## src/text_console_writer_assert.svh

```systemverilog
// Assertion macros shared by the console writer modules.
// Each macro expects signals named clk and rst in the enclosing module.
`ifndef TEXT_CONSOLE_WRITER_ASSERT_SVH
`define TEXT_CONSOLE_WRITER_ASSERT_SVH

// The condition holds at every clock edge outside reset.
`define TCW_ASSERT_ALWAYS(label, cond, msg) \
  label: assert property (@(posedge clk) disable iff (rst) (cond)) else $error(msg);

// When the trigger holds, the response holds in the next clock cycle.
`define TCW_ASSERT_NEXT(label, trig, resp, msg) \
  label: assert property (@(posedge clk) disable iff (rst) (trig) |=> (resp)) else $error(msg);

`endif

```

## src/tcw_pkg.sv

```systemverilog
`default_nettype none

package tcw_pkg;

  // Screen geometry.
  localparam int COLUMNS = 80;
  localparam int ROWS = 25;
  localparam int CELLS = COLUMNS * ROWS;
  localparam int LAST_ROW_BASE = CELLS - COLUMNS;

  // Field widths.
  localparam int COL_W = $clog2(COLUMNS);
  localparam int ROW_W = $clog2(ROWS);
  localparam int ADDR_W = $clog2(CELLS);
  localparam int INDEX_W = 11;
  localparam int CHAR_W = 8;
  localparam int ATTR_W = 8;
  localparam int CELL_W = CHAR_W + ATTR_W;

  localparam logic [CHAR_W-1:0] NEWLINE_CODE = 8'd10;
  localparam logic [CHAR_W-1:0] BLANK_CODE = 8'd32;
  localparam logic [ATTR_W-1:0] ATTR_RESET = 8'h0f;

  typedef enum logic [1:0] {
    OP_PUT   = 2'd0,
    OP_CLEAR = 2'd1,
    OP_READ  = 2'd2,
    OP_NONE  = 2'd3
  } opcode_t;

  // Commands from the controller to the datapath.
  typedef struct packed {
    logic idle;
    logic exec;
    logic copy;
    logic blank;
    logic ptr_clear;
    logic ptr_row;
    logic ptr_inc;
  } tcw_cmd_t;

  // Status from the datapath to the controller.
  typedef struct packed {
    opcode_t op;
    logic    need_scroll;
    logic    ptr_copy_end;
    logic    ptr_end;
  } tcw_status_t;

endpackage

`default_nettype wire

```

## src/tcw_ctrl.sv

```systemverilog
`default_nettype none
`include "text_console_writer_assert.svh"

module tcw_ctrl
  import tcw_pkg::*;
(
  input  wire logic        clk,
  input  wire logic        rst,
  input  wire logic        start,
  output logic             busy,
  output logic             done,
  output tcw_cmd_t         cmd,
  input  wire tcw_status_t status
);

  typedef enum logic [1:0] {
    IDLE,
    EXEC,
    COPY,
    BLANK
  } state_t;

  state_t state;
  state_t state_next;
  logic   finish;

  always_comb begin
    state_next = state;
    finish = 1'b0;
    cmd = '0;
    case (state)
      IDLE: begin
        cmd.idle = 1'b1;
        if (start) begin
          state_next = EXEC;
        end
      end
      EXEC: begin
        cmd.exec = 1'b1;
        case (status.op)
          OP_PUT: begin
            if (status.need_scroll) begin
              cmd.ptr_clear = 1'b1;
              state_next = COPY;
            end else begin
              finish = 1'b1;
              state_next = IDLE;
            end
          end
          OP_CLEAR: begin
            cmd.ptr_clear = 1'b1;
            state_next = BLANK;
          end
          default: begin
            finish = 1'b1;
            state_next = IDLE;
          end
        endcase
      end
      COPY: begin
        cmd.copy = 1'b1;
        if (status.ptr_copy_end) begin
          cmd.ptr_row = 1'b1;
          state_next = BLANK;
        end else begin
          cmd.ptr_inc = 1'b1;
        end
      end
      BLANK: begin
        cmd.blank = 1'b1;
        cmd.ptr_inc = 1'b1;
        if (status.ptr_end) begin
          finish = 1'b1;
          state_next = IDLE;
        end
      end
      default: begin
        state_next = IDLE;
      end
    endcase
  end

  always_ff @(posedge clk) begin
    if (rst) begin
      state <= IDLE;
      done <= 1'b0;
    end else begin
      state <= state_next;
      done <= finish;
    end
  end

  assign busy = (state != IDLE);

  // A result strobe is a single pulse: no item can finish straight after another.
  `TCW_ASSERT_NEXT(a_done_single, done, !done, "result strobe lasted two cycles")
  // Reads and no-op items finish right after their execute cycle.
  `TCW_ASSERT_NEXT(a_short_item, state == EXEC && (status.op == OP_READ || status.op == OP_NONE), done && state == IDLE, "short item did not finish")
  // The row copy always hands over to blanking of the bottom row.
  `TCW_ASSERT_NEXT(a_copy_to_blank, state == COPY && status.ptr_copy_end, state == BLANK && !done, "scroll copy did not move to blanking")

endmodule

`default_nettype wire

```

## config.mk

```make
export PLATFORM = sky130hd
export DESIGN_NAME = tcw_ctrl
export DESIGN_NICKNAME = d
export VERILOG_FILES = /design/src/tcw_pkg.sv /design/src/tcw_ctrl.sv
export VERILOG_INCLUDE_DIRS = /design/src /design/src/src
export SDC_FILE = /design/constraint.sdc
export NUM_CORES = 1
export LEC_CHECK = 0
export BUFFER_PORTS_ARGS = -buffer_cell sky130_fd_sc_hd__buf_4
export CAP_MARGIN = 15
export CELL_PAD_IN_SITES_DETAIL_PLACEMENT = 1
export CELL_PAD_IN_SITES_GLOBAL_PLACEMENT = 2
export CORE_AREA = 3 3 40 42
export DETAILED_ROUTE_END_ITERATION = 16
export DIE_AREA = 0 0 43 45
export GPL_TIMING_DRIVEN = 0
export PLACE_DENSITY_LB_ADDON = 0.05
export SYNTH_ARGS = -nofsm -noshare
export SYNTH_HDL_FRONTEND = slang
export SYNTH_SLANG_ARGS = --single-unit
```

## constraint.sdc

```tcl
create_clock -name clk -period 2.05 [get_ports clk]
set_clock_uncertainty 0.1 [all_clocks]
set_input_delay 0.205 -clock clk [delete_from_list [all_inputs] [get_ports clk]]
set_output_delay 0.205 -clock clk [all_outputs]
set_load 0.005 [all_outputs]
```

==> impl_metrics.tcl, run 1 <==
set metrics [dict create \
    run_status "complete, no violations" \
    final_weighted_congestion_in_routability_driven_placement 0.6854 \
    tns_ns 0 \
    antenna_violations_before_repair 0 \
    cp-start-kind "register" \
    root_buffer "sky130_fd_sc_hd__clkbuf_4" \
    timing.final.crit_share_pct 72.45 \
    finalNonFillerCells 59 \
    pin_count_of_the_biggest_net_entering_global_routing 9 \
    grt_pass1_wl_um 986 \
    cts.sinks 3 \
    dpl_worst_slack_ns 0.7994 \
    cts_hold_buf 0 \
    critical_path_arrival_ns 1.18 \
    postSynthCellCount 24 \
    input_output_buffers 16 \
    cts.repair.resized 0 \
    ys_warn_count 0 \
    fillCellCount 160 \
    route.antenna.remaining_nets 0 \
    std_cell_rows 13 \
    floorplan.core_area_sq_mm 0.001285 \
    die_h_um 45 \
    worst_ep_required_time_ns 1.75 \
    max-vdd-ir-drop_mv 0.2537 \
    grt.overflow.total 0 \
    drive_above_1_share_pct 52.27 \
    cts_made_buffers 3 \
    route.final.wire_length_um 603 \
    htree_levels 1 \
    final-setup-viol-count 0 \
    clk_latency_ns 0.23 \
    power_per_cell_area_mw_per_mm2 648.0 \
    detail_route.vias_per_cell 4.000 \
    layout.nets 53 \
    synth_cell_type_count 14 \
    dp_hpwl_um 509.1 \
    synth_seq_area_share_pct 31.37 \
    die_width_um 43 \
    syn_to_final_growth_pct 86.27 \
    final_antenna_diode_count 0 \
    element_type_at_the_critical_path_end "primary output" \
    numPlacedInstances 55 \
    grt_usage_pct 6.733 \
    max_freq_ghz 0.6733 \
    cts_max_path_buffers 2 \
    grt_setup_unrepaired "false" \
    postCtsSetupBuffers 0 \
    p_leak_nw 0.1806 \
    path_class "reg2out" \
    remaining_drc_errors 0 \
    cts_tree "done" \
    postLayoutSetupSlackWorst_ns 0.5648 \
    mappedNetlistArea_sq_um 191.4 \
    tightestPinTransition_ns 0.2676 \
    worstPathMaxFanout 6 \
    period_needed_ns 1.485 \
    maxSlewHeadroom_pct 81.97 \
    worst_path_clk_slew_ns 0.04 \
    p_total_uw 231.1 \
    area.sequential_sq_um 60.06 \
    first_pass_iters 2 \
    syn-num-nets 32 \
    average_detailed_routed_wire_length_per_instance_um 10.22 \
    drt_first_iter_violations 1 \
    startpoint "state[0]" \
    vias 236 \
    number_of_global_route_vias_before_repair 216 \
    synth_seq_cells 3 \
    io_pins 17 \
    maxCapViolCount 0 \
    initial_utilization_pct 14.90 \
    slew_violations 0 \
    finalHoldViolCount 0 \
    multi_input_comb_area_sq_um 112.6 \
    worstHoldPathType "in2reg" \
    floorplan.die_area_sq_mm 0.001935 \
    hp-start "rst" \
    syn_avg_cell_area_sq_um 7.976 \
]
metrics by stage:
stage               utilization [%]  hold slack [ns]  instance area, sq um
floorplan                         -           0.1843                 191.4
global placement              25.71           0.2981                 330.3
detailed placement            25.71           0.2980                 330.3
CTS                           27.75          0.05264                 356.6
global route                  27.75          0.05865                 356.6
finish                        27.75          0.05687                 356.6
metal layers:
layer	part of all wire (%)	GRT usage [%]	up-vias
met5	0	0	-
met1	48	9.832	101
met3	13	3.586	0
met4	0	1.807	0
li1	-	-	121
met2	39	8.383	14
cells in the mapped netlist:
master | n | share of area [%]
sky130_fd_sc_hd__o21a_1 | 1 | 3.9
sky130_fd_sc_hd__buf_4 | 1 | 3.9
sky130_fd_sc_hd__and3_2 | 1 | 3.9
sky130_fd_sc_hd__nor3b_1 | 1 | 3.9
sky130_fd_sc_hd__inv_2 | 1 | 2.0
sky130_fd_sc_hd__nor2_1 | 5 | 9.8
sky130_fd_sc_hd__nor4_4 | 1 | 11
sky130_fd_sc_hd__inv_1 | 2 | 3.9
sky130_fd_sc_hd__o21ai_0 | 1 | 2.6
sky130_fd_sc_hd__mux2i_1 | 1 | 5.2
sky130_fd_sc_hd__a21oi_1 | 3 | 7.8
sky130_fd_sc_hd__dfxtp_1 | 3 | 31
sky130_fd_sc_hd__o21ba_1 | 1 | 5.2
sky130_fd_sc_hd__nor3_1 | 2 | 5.2
layout make-up:
type	instances	share of cell area, %
clock buffer	4	7.368
inverter	3	3.158
sequential	3	16.84
timing repair buffer	16	33.68
buffer	1	2.105
multi-input combinational	17	31.58
tap	15	5.263
path summary, 6_finish.rpt:
path | end | slack [ns] | depth (start not counted)
worst max-delay path | cmd[2] | 0.56 | 3
worst min-delay path | done | 0.06 | 2
worst max register to register | state[0] | 0.91 | 4
worst min register to register | done | 0.48 | 2
worst max-delay path, stage by stage, from the launching register on:
cell and delay (ns):
sky130_fd_sc_hd__dfxtp_1 0.39, sky130_fd_sc_hd__inv_2 0.10, sky130_fd_sc_hd__nor4_4 0.30, sky130_fd_sc_hd__buf_4 0.16
cells by family after synthesis:
group                  Yosys count  share of synthesized area (%)
multiplexers                     1                          5.229
AND/OR/NAND/NOR                 10                          33.99
flip-flops                       3                          31.37
buffers and inverters            4                          9.805
AO/OA/AOI/OAI                    6                          19.60
where the power goes:
part | internal, mW | switching [mW]
logic | 0.0351 | 0.0280
registers | 0.0631 | 0.00303
clock network | 0.0728 | 0.0290
total | 0.171 | 0.0601
cell usage in the layout, fill, tap and decap left out, drive strengths merged:
master,synthesis,layout
clkbuf,0,4
and3,1,1
nor3,2,2
nor2,5,5
nor3b,1,1
a21oi,3,3
nor4,1,1
dfxtp,3,3
buf,1,17
o21a,1,1
mux2i,1,1
o21ai,1,1
inv,3,3
o21ba,1,1
(Power assumes the default switching activity.)
==> run 2: changes to the inputs <==
--- a/config.mk
+++ b/config.mk
@@ -10,9 +10,10 @@
 export CAP_MARGIN = 15
 export CELL_PAD_IN_SITES_DETAIL_PLACEMENT = 1
 export CELL_PAD_IN_SITES_GLOBAL_PLACEMENT = 2
-export CORE_AREA = 3 3 40 42
+export CORE_ASPECT_RATIO = 0.9
+export CORE_MARGIN = 3
+export CORE_UTILIZATION = 13
 export DETAILED_ROUTE_END_ITERATION = 16
-export DIE_AREA = 0 0 43 45
 export GPL_TIMING_DRIVEN = 0
 export PLACE_DENSITY_LB_ADDON = 0.05
 export SYNTH_ARGS = -nofsm -noshare
==> constraint.sdc (replaced) <==
create_clock -name clk -period 1.3 [get_ports clk]
set_clock_uncertainty 0.1 [all_clocks]
set_input_delay 0.13 -clock clk [delete_from_list [all_inputs] [get_ports clk]]
set_output_delay 0.13 -clock clk [all_outputs]
set_load 0.005 [all_outputs]
==> run 2 against run 1 <==
Compared with the run above:
- register-to-register slack got worse by 0.79 ns
- critical path depth did not move
- first-iteration DRC count did not move
- highest routed layer unchanged
- die area rose by 1.8%
- via count rose by 12%
- largest cell class unchanged
- cell count rose by 10%
- routed wire length rose by 18%
- combinational power rose by 120%
==> impl_metrics.tcl, run 2 (synthesis gave the netlist of run 1 again) <==
set metrics [dict create \
    final-setup-viol-count 0 \
    max_freq_ghz 0.7801 \
    most-common-layout-cells "20 x sky130_fd_sc_hd__buf_4, 4 x sky130_fd_sc_hd__nor2_1, 3 x sky130_fd_sc_hd__clkbuf_4" \
    multi_input_comb_area_sq_um 122.6 \
    power_per_cell_area_mw_per_mm2 883.8 \
    layout.nets 60 \
    syn_to_final_growth_pct 137.3 \
    input_output_buffers 16 \
    worst_ep_required_time_ns 1.07 \
    hp-start "status[0]" \
    cts_made_buffers 3 \
    grt_usage_pct 7.917 \
    tightestPinTransition_ns 0.2448 \
    floorplan.core_area_sq_mm 0.001306 \
    hold_worst_slack_ns 0.1462 \
    htree_levels 1 \
    hold_depth 3 \
    floorplan.die_area_sq_mm 0.001970 \
    tns_ns 0 \
    crit-reg2reg-launch "state[0]" \
    startpoint "state[0]" \
    run_status "complete, no violations" \
    p_total_uw 401.4 \
    average_detailed_routed_wire_length_per_instance_um 10.91 \
    crit_path_top_delay_cell "sky130_fd_sc_hd__dfxtp_4" \
    placed_cell_areas_sq_um 329.1 \
    critical_path.n_buffers_inverters 2 \
    antenna_violations_before_repair 0 \
    finish.instance_area_sq_um 454.2 \
    final_antenna_diode_count 0 \
    drive_above_1_share_pct 66.67 \
    p_leak_nw 0.2208 \
    grt.overflow.total 0 \
    area.sequential_sq_um 65.06 \
    worst_path_clk_slew_ns 0.04 \
    maxSlewHeadroom_pct 83.62 \
    die_width_um 46.45 \
    io_pins 17 \
    cts_max_path_buffers 2 \
    element_type_at_the_critical_path_end "primary output" \
    path_class "reg2out" \
    detail_route.vias_per_cell 4.077 \
    std_cell_rows 12 \
    maxCapViolCount 0 \
    grt_setup_unrepaired "true" \
    initial_utilization_pct 14.66 \
    worst_case_reg_to_reg_path_depth 5 \
    timing.critical_path.max_delay_family "flip-flops" \
    cts.sinks 3 \
    pin_count_of_the_biggest_net_entering_global_routing 9 \
    timing.final.crit_share_pct 98.60 \
    critical_path_arrival_ns 1.05 \
    finalHoldViolCount 0 \
    root_buffer "sky130_fd_sc_hd__clkbuf_4" \
    worstPathMaxFanout 5 \
    rrSetupSlack_ns 0.12 \
    period_needed_ns 1.282 \
    cp-start-kind "register" \
    dpl_worst_slack_ns 0.1414 \
    cts_tree "done" \
    max-vdd-ir-drop_mv 0.4224 \
    remaining_drc_errors 0 \
    postLayoutSetupSlackWorst_ns 0.01815 \
    drt_first_iter_violations 1 \
    clk_latency_ns 0.23 \
    vias 265 \
    worstHoldPathType "in2reg" \
    final_weighted_congestion_in_routability_driven_placement 0.6089 \
    cp_cell_sequence "inv_6, nor4_4, buf_4" \
    number_of_global_route_vias_before_repair 263 \
    first_pass_iters 2 \
    route.final.wire_length_um 709 \
    dp_hpwl_um 504.2 \
    die_h_um 42.41 \
    fillCellCount 159 \
    slew_violations 0 \
    route.antenna.remaining_nets 0 \
    most_common_cell_after_layout_fill_and_taps_aside "sky130_fd_sc_hd__buf_4" \
    grt_pass1_wl_um 1124 \
    worst_path_largest_cell_delay_ns 0.36 \
]
run 2: worst max path at each step:
stage               endpoint  slack [ns]  depth (start not counted)
finish                cmd[2]        0.02                          3
global route          cmd[0]       -0.03                          4
CTS                   cmd[2]       0.006                          3
detailed placement    cmd[2]        0.14                          3
global placement      cmd[2]        0.15                          3
floorplan           state[0]        0.26                          4
run 2: stage by stage:
step / std cells / util [%]
2_1_floorplan: 24 / -
5_1_grt: 65 / 34.77
3_5_place_dp: 54 / 25.19
6_report: 65 / 34.77
4_1_cts: 61 / 29.60
3_3_place_gp: 54 / 25.19
run 2: cell type report:
cell class	instances	area share (%)
Sequential cell	3	14.33
Clock buffer	4	5.785
Inverter	3	4.408
Timing Repair Buffer	23	42.15
Tap cell	14	3.857
Buffer	1	2.479
Multi-Input combinational cell	17	27.00
run 2: power by group:
group	internal (mW)	leakage (nW)	switching (mW)
logic	0.0824	0.180	0.0553
registers	0.100	0.0257	0.00564
clock network	0.115	0.0150	0.0432
run 2: routing by layer:
layer / wire, um / share of wire, % / global-route usage (%) / vias to the layer above
li1: - / - / - / 135
met2: 347 / 49 / 10.99 / 10
met3: 67 / 9.4 / 1.717 / 0
met1: 295 / 42 / 9.824 / 120
met4: 0 / 0 / 6.818 / 0
met5: 0 / 0 / 0 / -
run 2: worst reg2reg max path: cells and delay by family, from the launching register on:
family          cells  cell delay [ns]
compound gates      1             0.12
buf+inv             3             0.28
flops               1             0.36
simple gates        1             0.27
run 2: repair_timing:
action / CTS / global route
setup buffers: 2 / 4
cloned: 0 / 0
pin swaps: 1 / 3
endpoints found under the setup margin: 2 / 5
hold endpoints to repair: 1 / 0
gates resized for setup: 3 / 8
hold buffers: 1 / 0
